File: config.mk
export PLATFORM = sky130hd
export DESIGN_NAME = onewire_temp_sensor_master_top
export DESIGN_NICKNAME = d
export VERILOG_FILES = /design/src/hw/rtl/owts_pkg.sv /design/src/hw/rtl/onewire_temp_sensor_master_top.sv
export SDC_FILE = /design/constraint.sdc
export NUM_CORES = 1
export LEC_CHECK = 0
export ABC_AREA = 0
export CAP_MARGIN = 20
export CORE_MARGIN = 8
export CORE_UTILIZATION = 40
export DETAILED_ROUTE_END_ITERATION = 8
export DONT_BUFFER_PORTS = 1
export PLACE_DENSITY = 0.59
export SYNTH_ARGS = -nofsm -noshare
export SYNTH_HDL_FRONTEND = slang
export SYNTH_SLANG_ARGS = --single-unit
export TNS_END_PERCENT = 20
File: constraint.sdc
create_clock -name clk -period 14.5 [get_ports clk]
set_clock_uncertainty 0.2 [all_clocks]
set_input_delay 3.625 -clock clk [delete_from_list [all_inputs] [get_ports clk]]
set_output_delay 3.625 -clock clk [all_outputs]
set_load 0.02 [all_outputs]
File: src/hw/rtl/owts_pkg.sv
`timescale 1ns / 1ps
// ----------------------------------------------------------------------------
// owts_pkg
// Shared types and constants of the one-wire temperature sensor master.
// ----------------------------------------------------------------------------
package owts_pkg;

  localparam int ActionWidth = 3;
  localparam int CfgIndexWidth = 3;
  localparam int CfgDataWidth = 16;

  localparam logic [ActionWidth-1:0] ACT_TICK      = 3'd0;
  localparam logic [ActionWidth-1:0] ACT_RESET     = 3'd1;
  localparam logic [ActionWidth-1:0] ACT_WRITE     = 3'd2;
  localparam logic [ActionWidth-1:0] ACT_READ      = 3'd3;
  localparam logic [ActionWidth-1:0] ACT_CONVERT   = 3'd4;
  localparam logic [ActionWidth-1:0] ACT_READ_TEMP = 3'd5;

  localparam logic [CfgIndexWidth-1:0] REG_RESET_LOW     = 3'd0;
  localparam logic [CfgIndexWidth-1:0] REG_RESET_RELEASE = 3'd1;
  localparam logic [CfgIndexWidth-1:0] REG_POST_GAP      = 3'd2;
  localparam logic [CfgIndexWidth-1:0] REG_SLOT_SHORT    = 3'd3;
  localparam logic [CfgIndexWidth-1:0] REG_SLOT_LONG     = 3'd4;

  localparam logic [15:0] RESET_LOW_DEFAULT     = 16'd480;
  localparam logic [15:0] RESET_RELEASE_DEFAULT = 16'd60;
  localparam logic [15:0] POST_GAP_DEFAULT      = 16'd500;
  localparam logic [7:0]  SLOT_SHORT_DEFAULT    = 8'd2;
  localparam logic [7:0]  SLOT_LONG_DEFAULT     = 8'd60;

  localparam logic [7:0] CMD_SKIP_ROM     = 8'hCC;
  localparam logic [7:0] CMD_CONVERT      = 8'h44;
  localparam logic [7:0] CMD_READ_SCRATCH = 8'hBE;

  typedef enum logic [8:0] {
    PH_IDLE    = 9'b000000001,
    PH_RST_LOW = 9'b000000010,
    PH_RST_REL = 9'b000000100,
    PH_GAP     = 9'b000001000,
    PH_WR_LOW  = 9'b000010000,
    PH_WR_REL  = 9'b000100000,
    PH_RD_LOW  = 9'b001000000,
    PH_RD_REL  = 9'b010000000,
    PH_RD_REC  = 9'b100000000
  } phase_t;

  typedef struct packed {
    phase_t                 phase;
    logic [15:0]            tick_count;
    logic [2:0]             bit_index;
    logic [7:0]             shift_byte;
    logic [2:0]             sequence_step;
    logic [ActionWidth-1:0] sequence_kind;
  } core_t;

  typedef struct packed {
    logic               drive_low;
    logic               busy_res;
    logic               done_res;
    logic [7:0]         read_data;
    logic signed [15:0] temperature_tenths;
  } res_t;

endpackage

File: src/hw/rtl/onewire_temp_sensor_master_top.sv
`timescale 1ns / 1ps
// ----------------------------------------------------------------------------
// onewire_temp_sensor_master_top
// Tick-driven one-wire master: reset pulse, byte write/read, and the
// start-conversion and read-temperature sequences of a single-drop sensor.
//
// Usage: every input item is one bus tick carrying an action, a byte to
// write and the sampled line level. Commands are taken only while no
// sequence runs; otherwise the action is ignored and the tick just advances
// the running sequence. Each input item yields exactly one result item with
// the open-drain drive, busy and done flags, the last read byte and the last
// temperature in tenths of a degree.
// The result of an accepted input item is registered into the result register,
// or into the skid register while the result register is held; throughput is
// one item per cycle while in_stall is low.
// A two-entry result buffer (result register plus skid register) lets the
// input keep flowing while one result waits; in_stall rises only when both
// entries are full, so stalling the output stalls the input one item later.
// Reset (rst, synchronous) returns the sequencer to idle, clears the read
// byte and temperature, empties the result buffer and loads the default tick
// registers. Configuration writes are always ready and are meant for idle.
// ----------------------------------------------------------------------------
module onewire_temp_sensor_master_top import owts_pkg::*; (
  input  logic                     clk,
  input  logic                     rst,
  input  logic                     in_valid,
  output logic                     in_stall,
  input  logic [ActionWidth-1:0]   action,
  input  logic [7:0]               data_byte,
  input  logic                     line_level,
  output logic                     out_valid,
  input  logic                     out_stall,
  output logic                     drive_low,
  output logic                     busy_res,
  output logic                     done_res,
  output logic [7:0]               read_data,
  output logic signed [15:0]       temperature_tenths,
  input  logic                     cfg_valid,
  output logic                     cfg_ready,
  input  logic [CfgIndexWidth-1:0] cfg_index,
  input  logic [CfgDataWidth-1:0]  cfg_data
);

  logic [15:0] reset_low_ticks;
  logic [15:0] reset_release_ticks;
  logic [15:0] post_reset_gap_ticks;
  logic [7:0]  slot_short_ticks;
  logic [7:0]  slot_long_ticks;

  core_t              core;
  core_t              core_next;
  logic [7:0]         last_read;
  logic [7:0]         last_read_next;
  logic [7:0]         low_temp_byte;
  logic [7:0]         low_temp_byte_next;
  logic [15:0]        temp_result;
  logic [15:0]        temp_result_next;
  res_t               res;
  res_t               head;
  res_t               skid;
  logic               skid_valid;
  logic               in_accept;
  logic               out_pop;

  function automatic logic [15:0] at_least_one16(logic [15:0] v);
    return (v == 16'd0) ? 16'd1 : v;
  endfunction

  function automatic logic [15:0] at_least_one8(logic [7:0] v);
    return (v == 8'd0) ? 16'd1 : {8'd0, v};
  endfunction

  function automatic logic [15:0] phase_len(core_t s);
    logic [15:0] sh;
    logic [15:0] lg;
    logic [15:0] len;
    sh = at_least_one8(slot_short_ticks);
    lg = at_least_one8(slot_long_ticks);
    case (s.phase)
      PH_RST_LOW: len = at_least_one16(reset_low_ticks);
      PH_RST_REL: len = at_least_one16(reset_release_ticks);
      PH_GAP:     len = post_reset_gap_ticks;
      PH_WR_LOW:  len = s.shift_byte[0] ? sh : lg;
      PH_WR_REL:  len = s.shift_byte[0] ? lg : sh;
      PH_RD_LOW:  len = sh;
      PH_RD_REL:  len = sh;
      PH_RD_REC:  len = lg;
      default:    len = 16'd1;
    endcase
    return len;
  endfunction

  function automatic core_t begin_step(core_t s);
    core_t r;
    r = s;
    r.tick_count = 16'd0;
    r.bit_index = 3'd0;
    r.phase = PH_IDLE;
    case (s.sequence_kind)
      ACT_RESET: begin
        if (s.sequence_step == 3'd0) r.phase = PH_RST_LOW;
      end
      ACT_WRITE: begin
        if (s.sequence_step == 3'd0) r.phase = PH_WR_LOW;
      end
      ACT_READ: begin
        if (s.sequence_step == 3'd0) begin
          r.phase = PH_RD_LOW;
          r.shift_byte = 8'd0;
        end
      end
      ACT_CONVERT: begin
        case (s.sequence_step)
          3'd0: r.phase = PH_RST_LOW;
          3'd1: begin
            r.phase = PH_WR_LOW;
            r.shift_byte = CMD_SKIP_ROM;
          end
          3'd2: begin
            r.phase = PH_WR_LOW;
            r.shift_byte = CMD_CONVERT;
          end
          default: r.phase = PH_IDLE;
        endcase
      end
      ACT_READ_TEMP: begin
        case (s.sequence_step)
          3'd0: r.phase = PH_RST_LOW;
          3'd1: begin
            r.phase = PH_WR_LOW;
            r.shift_byte = CMD_SKIP_ROM;
          end
          3'd2: begin
            r.phase = PH_WR_LOW;
            r.shift_byte = CMD_READ_SCRATCH;
          end
          3'd3, 3'd4: begin
            r.phase = PH_RD_LOW;
            r.shift_byte = 8'd0;
          end
          default: r.phase = PH_IDLE;
        endcase
      end
      default: r.phase = PH_IDLE;
    endcase
    return r;
  endfunction

  function automatic core_t next_step(core_t s);
    core_t r;
    r = s;
    r.sequence_step = s.sequence_step + 3'd1;
    return begin_step(r);
  endfunction

  // raw * 10 / 16 with +8 rounding, truncated toward zero
  function automatic logic [15:0] to_tenths(logic [15:0] u);
    logic signed [20:0] raw;
    logic signed [20:0] v;
    raw = $signed({{5{u[15]}}, u});
    v = (raw <<< 3) + (raw <<< 1) + 21'sd8;
    if (v[20]) begin
      v = v + 21'sd15;
    end
    return v[19:4];
  endfunction

  assign in_accept = in_valid && !in_stall;
  assign out_pop   = out_valid && !out_stall;
  assign in_stall  = skid_valid;
  assign cfg_ready = 1'b1;

  always_comb begin
    core_next = core;
    last_read_next = last_read;
    low_temp_byte_next = low_temp_byte;
    temp_result_next = temp_result;
    res = '0;
    if (core.phase == PH_IDLE && action inside {[ACT_RESET:ACT_READ_TEMP]}) begin
      core_next.sequence_kind = action;
      core_next.sequence_step = 3'd0;
      if (action == ACT_WRITE) begin
        core_next.shift_byte = data_byte;
      end
      core_next = begin_step(core_next);
    end
    if (core_next.phase != PH_IDLE) begin
      res.busy_res = 1'b1;
      res.drive_low = core_next.phase inside {PH_RST_LOW, PH_WR_LOW, PH_RD_LOW};
      core_next.tick_count = core_next.tick_count + 16'd1;
      if (core_next.tick_count >= phase_len(core_next)) begin
        core_next.tick_count = 16'd0;
        case (core_next.phase)
          PH_RST_LOW: core_next.phase = PH_RST_REL;
          PH_RST_REL: begin
            if ((core_next.sequence_kind == ACT_CONVERT ||
                 core_next.sequence_kind == ACT_READ_TEMP) &&
                post_reset_gap_ticks != 16'd0) begin
              core_next.phase = PH_GAP;
            end else begin
              core_next = next_step(core_next);
            end
          end
          PH_GAP: core_next = next_step(core_next);
          PH_WR_LOW: core_next.phase = PH_WR_REL;
          PH_WR_REL: begin
            core_next.shift_byte = {1'b0, core_next.shift_byte[7:1]};
            if (core_next.bit_index == 3'd7) begin
              core_next = next_step(core_next);
            end else begin
              core_next.bit_index = core_next.bit_index + 3'd1;
              core_next.phase = PH_WR_LOW;
            end
          end
          PH_RD_LOW: core_next.phase = PH_RD_REL;
          PH_RD_REL: begin
            core_next.shift_byte = {line_level, core_next.shift_byte[7:1]};
            core_next.phase = PH_RD_REC;
          end
          PH_RD_REC: begin
            if (core_next.bit_index == 3'd7) begin
              last_read_next = core_next.shift_byte;
              if (core_next.sequence_kind == ACT_READ_TEMP) begin
                if (core_next.sequence_step == 3'd3) begin
                  low_temp_byte_next = core_next.shift_byte;
                end
                if (core_next.sequence_step == 3'd4) begin
                  temp_result_next = to_tenths({core_next.shift_byte, low_temp_byte});
                end
              end
              core_next = next_step(core_next);
            end else begin
              core_next.bit_index = core_next.bit_index + 3'd1;
              core_next.phase = PH_RD_LOW;
            end
          end
          default: core_next.phase = PH_IDLE;
        endcase
        res.done_res = (core_next.phase == PH_IDLE);
      end
    end
    res.read_data = last_read_next;
    res.temperature_tenths = temp_result_next;
  end

  // sequencer state
  always_ff @(posedge clk) begin
    if (rst) begin
      core.phase <= PH_IDLE;
      core.tick_count <= 16'd0;
      core.bit_index <= 3'd0;
      core.shift_byte <= 8'd0;
      core.sequence_step <= 3'd0;
      core.sequence_kind <= ACT_TICK;
      last_read <= 8'd0;
      low_temp_byte <= 8'd0;
      temp_result <= 16'd0;
    end else if (in_accept) begin
      core <= core_next;
      last_read <= last_read_next;
      low_temp_byte <= low_temp_byte_next;
      temp_result <= temp_result_next;
    end
  end

  // tick registers
  always_ff @(posedge clk) begin
    if (rst) begin
      reset_low_ticks <= RESET_LOW_DEFAULT;
      reset_release_ticks <= RESET_RELEASE_DEFAULT;
      post_reset_gap_ticks <= POST_GAP_DEFAULT;
      slot_short_ticks <= SLOT_SHORT_DEFAULT;
      slot_long_ticks <= SLOT_LONG_DEFAULT;
    end else if (cfg_valid && cfg_ready) begin
      case (cfg_index)
        REG_RESET_LOW:     reset_low_ticks <= cfg_data;
        REG_RESET_RELEASE: reset_release_ticks <= cfg_data;
        REG_POST_GAP:      post_reset_gap_ticks <= cfg_data;
        REG_SLOT_SHORT:    slot_short_ticks <= cfg_data[7:0];
        REG_SLOT_LONG:     slot_long_ticks <= cfg_data[7:0];
        default: ;
      endcase
    end
  end

  // result register and skid entry
  always_ff @(posedge clk) begin
    if (rst) begin
      out_valid <= 1'b0;
      skid_valid <= 1'b0;
    end else if (skid_valid) begin
      if (out_pop) begin
        head <= skid;
        skid_valid <= 1'b0;
      end
    end else if (in_accept) begin
      if (!out_valid || out_pop) begin
        head <= res;
        out_valid <= 1'b1;
      end else begin
        skid <= res;
        skid_valid <= 1'b1;
      end
    end else if (out_pop) begin
      out_valid <= 1'b0;
    end
  end

  assign drive_low          = head.drive_low;
  assign busy_res           = head.busy_res;
  assign done_res           = head.done_res;
  assign read_data          = head.read_data;
  assign temperature_tenths = head.temperature_tenths;

endmodule

After elaboration in Yosys (flattened, before gate mapping) --
Index checks and enable logic that the tools add are counted.
Word-level totals: register bits after elaboration 194, output and inout bits 30
Cells by class: bitwise gates (word level) 3, muxes and demuxes 65, order comparisons 3, add/subtract/negate cells 6, reductions and logical operators 35, equal/unequal tests 34
Operators with widths (number):
- 2-to-1 mux 16 bit | 9
- 2-to-1 mux 42 bit | 3
- case mux 16 bit (7 select lines) | 1
- 2-to-1 mux 27 bit | 4
- case mux 8 bit (3 select lines) | 4
- 2-to-1 mux 8 bit | 11
- case mux 9 bit (8 select lines) | 1
- case mux 19 bit (3 select lines) | 1
- case mux 7 bit (3 select lines) | 2
- case mux 8 bit (5 select lines) | 1
- case mux 7 bit (5 select lines) | 1
- logical NOT 16 bit | 2
- case mux 8 bit (2 select lines) | 2
- 2-to-1 mux 14 bit | 2
- 2-to-1 mux 7 bit | 4
- equality test 3 x 2 -> 1 bit (second input constant) | 9
- 2-to-1 mux 9 bit | 3
- equality test 3 bit (second input constant) | 8
- case mux 6 bit (4 select lines) | 1
- adder 20 x 5 -> 21 bit (second input constant) | 1
- adder 19 x 17 -> 20 bit | 1
- adder 20 x 5 -> 20 bit (second input constant) | 1
- 2-to-1 mux 20 bit | 1
- equality test 9 x 1 -> 1 bit (second input constant) | 2
- other kinds (37) | 71

Longest topological paths before layout --
Gate-level depths: netlist of run 1.
depth after elaboration 19, mapped depth 28, gate-level depth less buffers 20

Least setup slack after synthesis of run 1 --
No wires, ideal clock.
path kind input to register, from input port action[1], to register low_temp_byte[6], stages 25, slack 5.608 ns, data required time 14.214 ns, arrival 8.606 ns, path buffers 5, library setup time 0.086 ns, cells stage by stage nor3_2 > or4_1 > clkbuf_1 > buf_2 > clkbuf_1 > and2_1 > ha_1 > and3_1 > nand3_1 > nor2_1 > nand3_1 > nor4_1 > xnor2_1 > nor2_1 > ha_1 > and4_1 > o2111ai_1 > nor2_1 > a211o_1 > clkbuf_1 > nand3_1 > nor4b_2 > clkbuf_1 > nor2_1 > a211oi_1
Between the ends: longest elaborated chain between the ends 10
RTL lines:
- start, declared | RTL line onewire_temp_sensor_master_top.sv:28 | input logic [ActionWidth-1:0] action,
- equality test 3 bit, or another cell as far along | RTL line onewire_temp_sensor_master_top.sv:99 | case (s.sequence_kind)
- OR reduction 3 bit (no line) / logical AND 1 bit (equally long branches)
- case mux 7 bit (3 select lines) / logical AND 1 bit (equally long branches) | RTL line onewire_temp_sensor_master_top.sv:99, onewire_temp_sensor_master_top.sv:179
- 2-to-1 mux 42 bit * | RTL line onewire_temp_sensor_master_top.sv:179 | if (core.phase == PH_IDLE && action inside {[ACT_RESET:ACT_READ_TEMP]}) begin
- equality test 9 x 7 -> 1 bit / equality test 9 x 8 -> 1 bit (equally long branches) | RTL line onewire_temp_sensor_master_top.sv:79 | case (s.phase)
- OR reduction 2 bit (no line)
- case mux 16 bit (7 select lines) | RTL line onewire_temp_sensor_master_top.sv:79
- 2-to-1 mux 16 bit | RTL line onewire_temp_sensor_master_top.sv:187 | if (core_next.phase != PH_IDLE) begin
- greater-or-equal comparator 16 bit | RTL line onewire_temp_sensor_master_top.sv:191 | if (core_next.tick_count >= phase_len(core_next)) begin
- AND reduction 7 bit (no line)
- end signal, assigned | RTL line onewire_temp_sensor_master_top.sv:261 | low_temp_byte <= low_temp_byte_next;
- end, declared | RTL line onewire_temp_sensor_master_top.sv:54 | logic [7:0] low_temp_byte;
Mark *: on every way between the ends. The rest lies on a longest branch, timed or not. The select of a mux whose other input is x is not followed. A chain may end at the register's enable or synchronous reset.

==> out/metrics.cfg, run 1 <==
[detailed_routing]
drt-total-wl_um=35400
routed_via_density=5.94
drt_pass1_iterations=8
wl_per_cell_um=19.5
final_antenna_net_count=0
drt_iter0_markers=932
vias=10800
drc=0

[clocking]
cts_inserted_buffers=17
clock_latency_ns=0.45
htree_num_levels=4
clockBufferDepth=2
post_cts_resized=0
cts-root-buf=clkbuf_16
cts_hold_buf=0
clock_sinks=194
cts_tree=yes
post_cts_buffers=0
clk_pin_slew_ns=0.08

[run]
maxCapViolCount=0

[setup_path]
critPathLaunch=action[1]
regToRegSetupSlack_ns=8.04
cp_max_fo=19
r2r-start=core[33]$_SDFFE_PP1P_
cp.arrival_ns=8.60
worstPathRequired_ns=14.51
worst-r2r-cell-count=16
critPathLaunchType=input pin
rr_endpoint=temperature_tenths[4]$_DFFE_PP_
crit_type=input pin to flop
endpoint_kind=flop

[timing]
relSlewSlack=0.308
layout_setup_ws_ns=5.91
finalCriticalPeriod_ns=8.59
hold_viol_final=0
period_share=0.592
tightest_slew_ns=1.03
tns_ns=0
slew_viol_final=0
timing.fmax_mhz=116
rsz0062_at_grt=false
setup_viol=0

[synth]
ys_warn_count=0
yosysTopAreaCell=dfxtp_1
ys_ff_latch=194
netlist-cell-type-count=90
synthTopCellsByCount=nand2_1 (251), dfxtp_1 (140), a21oi_1 (126)
syn-num-nets=1544
ys.flop_type=dfxtp_1
synth_area_per_cell_um2=8.24
synth_seq_area_share=0.370
synth_area_leaders=dfxtp_1 (23%), edfxtp_1 (14%), nand2_1 (7.9%)
yosysMostFrequentCell=nand2_1
synth_edf_count=54
syn_area_um2=12000
postSynthCellCount=1453
async_reset_ff_frac=0
synth_top_area_frac=0.234

[die]
die_w_um=189
coreArea_um2=29600
ios=66
die_y_um=189
rows=63
initial_core_util=0.405
die-area_um2=35700

[grt]
grt_pass1_vias=10200
grtUsageTotal=0.196
grt_max_degree=148
antenna_found_initial=0
grt_pass1_wl_um=57000
overflow=0

[layout]
post-route-util=0.436
drive_gt1_frac=0.0718
n_antenna_cell=0
nNetsFinal=1499
stdcell_count=1811
area.growth.synth_to_final_pct=7.66

[placed_design]
hpwl_um=25700
post-place-ws_ns=5.26
place.gp.congestion=0.922
place_inst=1777
io_buffer_count=0

[power_and_ir_drop]
max-vdd-ir-drop_uv=77.4
leakagePower_nw=4.65
power.density_nw_per_um2=117

[worst_hold_path]
holdPathStages=2
min_to=temp_result[4]$_SDFFE_PP0P_
min_from=temp_result[4]$_SDFFE_PP0P_
min_path_type=flop to flop

[outcome]
status=complete, no violations

## layout make-up
class	count	area (um2)
clock buffers	18	450
well taps	390	488
multi-input cells	1139	7100
fillers	2959	16700
flip-flops and latches	194	4430
repair buffers	17	131
inverters	39	146
clock inverters	14	151
## how the worst max path moves through the flow
stage / endpoint / slack (ns)
detailed placement: low_temp_byte[3]$_SDFFE_PP0P_ / 5.26
floorplan: low_temp_byte[6]$_SDFFE_PP0P_ / 5.61
CTS: low_temp_byte[3]$_SDFFE_PP0P_ / 5.71
finish: temperature_tenths[4]$_DFFE_PP_ / 5.91
global route: low_temp_byte[4]$_SDFFE_PP0P_ / 5.39
global placement: low_temp_byte[3]$_SDFFE_PP0P_ / 5.44
## layer usage
layer	global-route usage	up-vias	wire [um]
li1	-	5249	-
met2	0.323	334	17000
met4	0.0713	0	848
met1	0.257	5106	15800
met5	0	-	0
met3	0.0292	61	1760
## sequential cells by signal, indices dropped and copies added, names as in the netlist, 16 cells and up
signal                count
core                     42
skid                     27
post_reset_gap_ticks     16
reset_low_ticks          16
reset_release_ticks      16
temp_result              16
temperature_tenths       16
## critical path, cell delays in order
cell and delay (ns):
nor3_2 0.40, or4_1 0.29, and2_1 0.21, ha_1 0.20, and3_1 0.21, nand3_1 0.15
nor2_1 0.15, nand3_1 0.12, nor4_1 0.35, xnor2_1 0.18, nor2_1 0.07, ha_1 0.33
and4_1 0.22, o2111ai_1 0.12, nor2_1 0.13, a211o_1 0.40, and3_1 0.74, mux2_1 0.40
mux2_2 0.27
## kinds of logic after synthesis
| family | after synthesis | share of synthesized area |
|---|---|---|
| XOR/XNOR | 33 | 0.0241 |
| AND/OR/NAND/NOR | 644 | 0.265 |
| multiplexers | 33 | 0.0316 |
| AO/OA/AOI/OAI | 372 | 0.210 |
| buffers and inverters | 120 | 0.0400 |
| adder cells (fa/ha/maj) | 56 | 0.0589 |
| other | 1 | 0.000313 |
| flip-flops | 194 | 0.370 |
## metrics by stage
step / area [um2] / power [mW] / hold WS, ns
floorplan: 12000 / 0.908 / 0.228
global placement: 12300 / 1.02 / 0.236
detailed placement: 12300 / 1.02 / 0.249
CTS: 12900 / 1.51 / 0.259
global route: 12900 / 1.57 / 0.281
finish: 12900 / 1.51 / 0.260
## cell usage in the layout, fill, tap and decap left out, types with 7 or more instances in the layout
cell,Yosys,final
a211oi_1,41,41
a21o_1,8,8
a21oi_1,126,126
a221oi_1,9,8
a222oi_1,17,17
a22oi_1,8,8
and2_1,16,16
and3_1,9,9
buf_4,1,15
clkbuf_16,0,18
dfxtp_1,140,139
edfxtp_1,54,54
ha_1,54,54
inv_1,37,37
mux2_2,16,16
mux2i_1,13,13
nand2_1,251,251
nand2b_1,18,18
nand3_1,34,34
nand3b_1,30,30
nand4_1,14,14
nor2_1,125,125
nor2b_1,13,13
nor3_1,37,35
nor3b_1,21,21
nor4_1,26,26
o211ai_1,10,10
o21a_1,10,10
o21ai_0,51,51
o21ai_1,7,7
o22ai_1,7,7
o31ai_1,8,8
or2_2,8,8
or3_1,11,11
or4_1,8,8
xnor2_1,24,24
xor2_1,9,9
## report_power, final
part | switching (mW) | internal, mW | leakage [nW]
Combinational | 0.284 | 0.130 | 2.69
Sequential | 0.0294 | 0.578 | 1.66
Clock | 0.247 | 0.242 | 0.297
(Power assumes the default switching activity.)
==> run 2, diff against run 1 <==
--- a/config.mk
+++ b/config.mk
@@ -5,7 +5,7 @@
 export SDC_FILE = /design/constraint.sdc
 export NUM_CORES = 1
 export LEC_CHECK = 0
-export ABC_AREA = 0
+export ABC_AREA = 1
 export CAP_MARGIN = 20
 export CORE_MARGIN = 8
 export CORE_UTILIZATION = 40
==> constraint.sdc (replaced) <==
create_clock -name clk -period 8.7 [get_ports clk]
set_clock_uncertainty 0.2 [all_clocks]
set_input_delay 2.175 -clock clk [delete_from_list [all_inputs] [get_ports clk]]
set_output_delay 2.175 -clock clk [all_outputs]
set_load 0.02 [all_outputs]
==> run 2 against run 1 <==
Against the previous run: worst hold slack improved by 0.0032 ns; core utilization shrank 0.17 points; global-route usage is 0.59 points lower; cell count grew 15%; the flow now finishes with violations (DRC).
==> out/metrics.cfg, run 2 <==
[outcome]
status=finished with violations
violations=DRC

[timing]
timing.fmax_mhz=145
finalCriticalPeriod_ns=6.89
relSlewSlack=0.468  ; +0.160
setup_viol=0  ; unchanged
tightest_slew_ns=0.798  ; -0.229 ns
rsz0062_at_grt=false
layout_setup_ws_ns=1.81  ; -4.11 ns
period_share=0.792
slew_viol_final=0  ; unchanged
tns_ns=0  ; unchanged
hold_viol_final=0  ; unchanged

[setup_path]
worstPathRequired_ns=8.69  ; -5.82 ns
crit_type=input pin to flop
cp_max_fo=20  ; +1
regToRegSetupSlack_ns=3.18  ; -4.86 ns
cp_slowest_cell=inv_2
max_stage_delay_ns=0.32  ; -0.42 ns
cp.arrival_ns=6.88  ; -1.72 ns
endpoint_kind=flop
crit_top_cell=nand3_1
critPathLaunchType=input pin

[clocking]
clock_sinks=194  ; unchanged
post_cts_resized=0  ; unchanged
clockBufferDepth=2  ; unchanged
cts_inserted_buffers=17  ; unchanged
htree_num_levels=4  ; unchanged
cts-root-buf=clkbuf_16
cts_tree=yes
clk_pin_slew_ns=0.08  ; about the same
post_cts_buffers=0  ; unchanged
clock_latency_ns=0.46  ; about the same
cts_hold_buf=0  ; unchanged

[synth]
synthTopCellsByCount=nand2_1 (348), inv_1 (229), nor2_1 (154)
synth_top_area_frac=0.230  ; -0.00366
postSynthCellCount=1704  ; +17%
syn-num-nets=1795  ; +16%
async_reset_ff_frac=0  ; unchanged
synth_seq_area_share=0.364  ; -0.00578
synth_edf_count=54  ; unchanged
netlist-cell-type-count=58  ; -36%
ys.flop_type=dfxtp_1
syn_area_um2=12200  ; +1.6%
ys_ff_latch=194  ; unchanged
ys_warn_count=0  ; unchanged
synth_area_leaders=dfxtp_1 (23%), edfxtp_1 (13%), nand2_1 (11%)
synth_area_per_cell_um2=7.14  ; -13%
yosysTopAreaCell=dfxtp_1
yosysMostFrequentCell=nand2_1

[grt]
overflow=0  ; unchanged
grt_pass1_vias=10500  ; +3.4%
grtUsageTotal=0.190  ; -0.00586
grt_pass1_wl_um=55700  ; -2.3%
grt_max_degree=68  ; -54%
antenna_found_initial=0  ; unchanged

[power_and_ir_drop]
max-vdd-ir-drop_uv=123  ; +58%
leakagePower_nw=5.98  ; +29%
power.density_nw_per_um2=233  ; +99%

[run]
maxCapViolCount=0  ; unchanged

[layout]
mostFrequentLayoutCell=nand2_1
seq_area_um2=4420  ; about the same
multi_input_area_um2=6540  ; -7.9%
drive_gt1_frac=0.0847  ; +0.0129
stdcell_count=2085  ; +15%
nFillCells=3142  ; +6.2%
layout_common_cells=nand2_1 (347), inv_1 (228), nor2_1 (153)
reg_top3=core x42, skid x27
n_antenna_cell=0  ; unchanged
regMostFlops=core
nNetsFinal=1767  ; +18%
area.growth.synth_to_final_pct=8.10
largest_register_ffs=42  ; unchanged

[die]
die-area_um2=36200  ; +1.4%
die_w_um=190  ; +0.72%
rows=64  ; +1.6%
initial_core_util=0.402  ; -0.00321
coreArea_um2=30300  ; +2.4%
ios=66  ; unchanged
die_y_um=190  ; +0.72%

[detailed_routing]
drt_pass1_iterations=7  ; -1
drc=1  ; +1
drt_iter0_markers=983  ; +5.5%
drt-total-wl_um=34300  ; -3.0%
routed_via_density=5.32  ; -10%
vias=11100  ; +3.2%
final_antenna_net_count=0  ; unchanged
wl_per_cell_um=16.5  ; -16%

[placed_design]
post-place-ws_ns=1.29  ; -3.97 ns
io_buffer_count=0  ; unchanged
hpwl_um=25100  ; -2.4%
place.gp.congestion=0.935  ; +1.3%
place_inst=2053  ; +16%

[worst_hold_path]
min_path_type=flop to flop

## run 2: changes by cell type after synthesis, moves of 19 or more
cell	previous run	this run
xnor2_1	24	5
a211oi_1	41	6
nor3b_1	21	0
o21ai_0	51	139
nor2_1	125	154
nand3b_1	30	5
inv_1	37	229
nand2_1	251	348
clkbuf_1	68	43
o21ai_1	7	30
nor3_1	37	10
nand3_1	34	92
## run 2: metal layers
| metal | global-route usage | part of all wire |
|---|---|---|
| met5 | 0 | 0 |
| met4 | 0.0647 | 0.024 |
| met3 | 0.0296 | 0.053 |
| met2 | 0.319 | 0.47 |
| met1 | 0.246 | 0.45 |
## run 2: area by class of cell
class                      instances  share of cell area
sequential                       194               0.337
multi-input combinational       1203               0.497
tap                              396              0.0377
clock buffer                      18              0.0343
clock inverter                    14              0.0167
inverter                         249              0.0715
timing repair buffer              11             0.00628
## run 2: worst paths after layout
| path | startpoint | endpoint | cells after the start |
|---|---|---|---|
| setup reg to reg | core[41]$_SDFFE_PP0P_ | temperature_tenths[1]$_DFFE_PP_ | 29 |
| hold / removal | core[12]$_SDFFE_PP0P_ | core[12]$_SDFFE_PP0P_ | 2 |
| setup / recovery | action[2] | temperature_tenths[1]$_DFFE_PP_ | 29 |
| hold reg to reg | core[12]$_SDFFE_PP0P_ | core[12]$_SDFFE_PP0P_ | 2 |
## run 2: cells by family after synthesis
group | share of synthesized area
AOI/OAI and AO/OA | 0.187
buffers and inverters | 0.0997
and+or+nand+nor | 0.277
DFF | 0.364
adders and majority gates | 0.0572
other | 0.000308
xor gates and xnor gates | 0.0158
## run 2: power breakdown
| part | switching [mW] | total (mW) | internal, mW |
|---|---|---|---|
| logic | 0.812 | 1.13 | 0.317 |
| clock network | 0.431 | 0.877 | 0.445 |
| registers | 0.0534 | 1.05 | 1.00 |
| total | 1.30 | 3.06 | 1.76 |
## run 2: critical path, delay by kind of cell
family                     cells  cell delay (ns)
AOI/OAI and AO/OA              3             0.37
adders and majority gates      2             0.51
buffers and inverters          5             0.74
and+or+nand+nor               19             3.08
## run 2: through the flow
stage	power, mW	instance area [um2]	hold slack, ns	util
3_3_place_gp	2.18	12500	0.249	0.412
6_report	3.06	13100	0.263	0.434
5_1_grt	3.26	13100	0.296	0.434
3_5_place_dp	2.19	12500	0.254	0.412
2_1_floorplan	1.93	12200	0.239	-
4_1_cts	3.07	13100	0.266	0.434
==> run 3, diff against run 2 <==
--- a/config.mk
+++ b/config.mk
@@ -5,7 +5,7 @@
 export SDC_FILE = /design/constraint.sdc
 export NUM_CORES = 1
 export LEC_CHECK = 0
-export ABC_AREA = 1
+export ABC_AREA = 0
 export CAP_MARGIN = 20
 export CORE_MARGIN = 8
 export CORE_UTILIZATION = 40
==> constraint.sdc (replaced) <==
create_clock -name clk -period 6.6 [get_ports clk]
set_clock_uncertainty 0.2 [all_clocks]
set_input_delay 1.65 -clock clk [delete_from_list [all_inputs] [get_ports clk]]
set_output_delay 1.65 -clock clk [all_outputs]
set_load 0.02 [all_outputs]
==> run 3 against run 2 <==
Against the previous run: first-iteration DRC count shrank 0.10%; register-to-register slack lost 2.6 ns; cell count shrank 12%; power grew 11%; setup slack lost 1.4 ns; combinational power shrank 13%; flip-flop and latch count is the same; via count shrank 2.9%; count of clock-buffer cells in the layout shrank 1; the run now ends clean; worst hold slack lost 0.010 ns; global-route usage grew 0.88 points.
==> out/metrics.cfg, run 3 (synthesis gave the netlist of run 1 again) <==
[timing]
timing.fmax_mhz=162
setup_viol=0  ; unchanged
hold_viol_final=0  ; unchanged
relSlewSlack=0.287  ; -0.182
tns_ns=0  ; unchanged
period_share=0.935
tightest_slew_ns=1.06  ; +0.261 ns
finalCriticalPeriod_ns=6.17
slew_viol_final=0  ; unchanged
rsz0062_at_grt=false

[die]
rows=63  ; -1.6%
die_y_um=189  ; -0.72%
die-area_um2=35700  ; -1.4%
coreArea_um2=29600  ; -2.3%
die_w_um=189  ; -0.72%
initial_core_util=0.405  ; +0.00321
ios=66  ; unchanged

[layout]
mostFrequentLayoutCell=nand2_1
reg_top3=core x42, skid x27
largest_register_ffs=42  ; unchanged
layout_common_cells=nand2_1 (251), dfxtp_1 (139), a21oi_1 (126)
regMostFlops=core
nNetsFinal=1527  ; -14%
stdcell_count=1839  ; -12%
drive_gt1_frac=0.0904  ; +0.00574
area.growth.synth_to_final_pct=9.93
n_antenna_cell=0  ; unchanged

[detailed_routing]
routed_via_density=5.85  ; +10%
drc=0  ; -1
drt_iter0_markers=982  ; -0.10%
final_antenna_net_count=0  ; unchanged
drt-total-wl_um=36400  ; +6.0%
drt_pass1_iterations=5  ; -2
wl_per_cell_um=19.8  ; +20%
vias=10800  ; -2.9%

[grt]
antenna_found_initial=0  ; unchanged
use_met3=0.0335  ; +0.00385
met1_usage=0.253  ; +0.00761
grt_max_degree=148  ; +120%
grtUsageTotal=0.199  ; +0.00884
grt_busiest_layer=met2
grt_pass1_vias=10200  ; -2.8%
overflow=0  ; unchanged
grt_pass1_wl_um=57500  ; +3.3%
gr-usage-met2=0.339  ; +0.0203

[clocking]
cts_hold_buf=0  ; unchanged
clock_sinks=194  ; unchanged
htree_num_levels=4  ; unchanged
clockBufferDepth=2  ; unchanged
cts_tree=yes
cts_inserted_buffers=17  ; unchanged
cts-root-buf=clkbuf_16
post_cts_resized=0  ; unchanged
clock_latency_ns=0.45  ; about the same
clk_pin_slew_ns=0.08  ; about the same
post_cts_buffers=0  ; unchanged

[placed_design]
place.gp.congestion=0.908  ; -2.9%
hpwl_um=26500  ; +5.5%
place_inst=1806  ; -12%
io_buffer_count=0  ; unchanged

[power_and_ir_drop]
power.density_nw_per_um2=259  ; +11%
max-vdd-ir-drop_uv=167  ; +36%
leakagePower_nw=4.85  ; -19%

[setup_path]
cp.arrival_ns=6.14  ; -0.74 ns
endpoint_kind=flop
crit_type=input pin to flop
worstPathRequired_ns=6.57  ; -2.12 ns
critPathLaunchType=input pin
cp_max_fo=17  ; -15%

[worst_hold_path]
min_path_type=flop to flop

[outcome]
status=complete, no violations

[run]
maxCapViolCount=0  ; unchanged

-- run 3: cell count changes in the layout (fill, tap and decap cells not counted), sizes merged, moves of 20 or more --
cell	change
a211oi	+36
nand2	-114
nand3b	+24
o21ai	-128
nor3b	+21
nand3	-70
nor2	-52
nor3	+29
buf	+34
inv	-202
nand4	-20
-- run 3: power by group --
group	total, mW	switching [mW]	internal, mW
Clock	1.10	0.547	0.551
Combinational	0.983	0.642	0.341
Sequential	1.33	0.0596	1.27
-- run 3: area by class of cell --
cell class / instances / area, um2
inverters: 39 / 146
flip-flops and latches: 194 / 4430
repair buffers: 45 / 367
fillers: 2930 / 16400
well taps: 390 / 488
clock buffers: 17 / 425
clock inverters: 15 / 188
multi-input cells: 1139 / 7120
-- run 3: worst paths after layout --
path | from | endpoint | slack (ns) | cells past startpoint
worst max register to register | core[33]$_SDFFE_PP1P_ | temperature_tenths[15]$_DFFE_PP_ | 0.63 | 16
worst min register to register | temp_result[4]$_SDFFE_PP0P_ | temp_result[4]$_SDFFE_PP0P_ | 0.25 | 2
worst max-delay path | action[1] | temperature_tenths[15]$_DFFE_PP_ | 0.43 | 15
worst min-delay path | temp_result[4]$_SDFFE_PP0P_ | temp_result[4]$_SDFFE_PP0P_ | 0.25 | 2
-- run 3: metrics by stage --
stage | utilization | area, um2 | total power [mW] | worst slack, ns | hold WS (ns)
6_report | 0.445 | 13200 | 3.41 | 0.430 | 0.253
5_1_grt | 0.445 | 13200 | 3.55 | 0.0463 | 0.280
4_1_cts | 0.445 | 13100 | 3.41 | 0.316 | 0.252
3_5_place_dp | 0.424 | 12500 | 2.32 | -0.127 | 0.239
3_3_place_gp | 0.424 | 12500 | 2.33 | -0.0210 | 0.232
2_1_floorplan | - | 12000 | 2.00 | 0.0309 | 0.228
-- run 3: critical path, cell delays in order --
cell     delay, ns
nor2b_1       0.19
nand4_2       0.40
buf_4         0.31
mux2i_1       0.46
inv_1         0.28
ha_1          0.36
ha_1          0.39
nand4_1       0.14
nor2_1        0.12
o21ai_1       0.16
a31oi_2       0.39
mux2i_4       0.38
nand2_1       0.19
nor4_1        0.55
o21ai_1       0.16
-- run 3: layer usage --
layer	share of wire	vias to the layer above
li1	-	5293
met1	0.44	5093
met4	0.023	0
met5	0	-
met2	0.48	322
met3	0.052	55
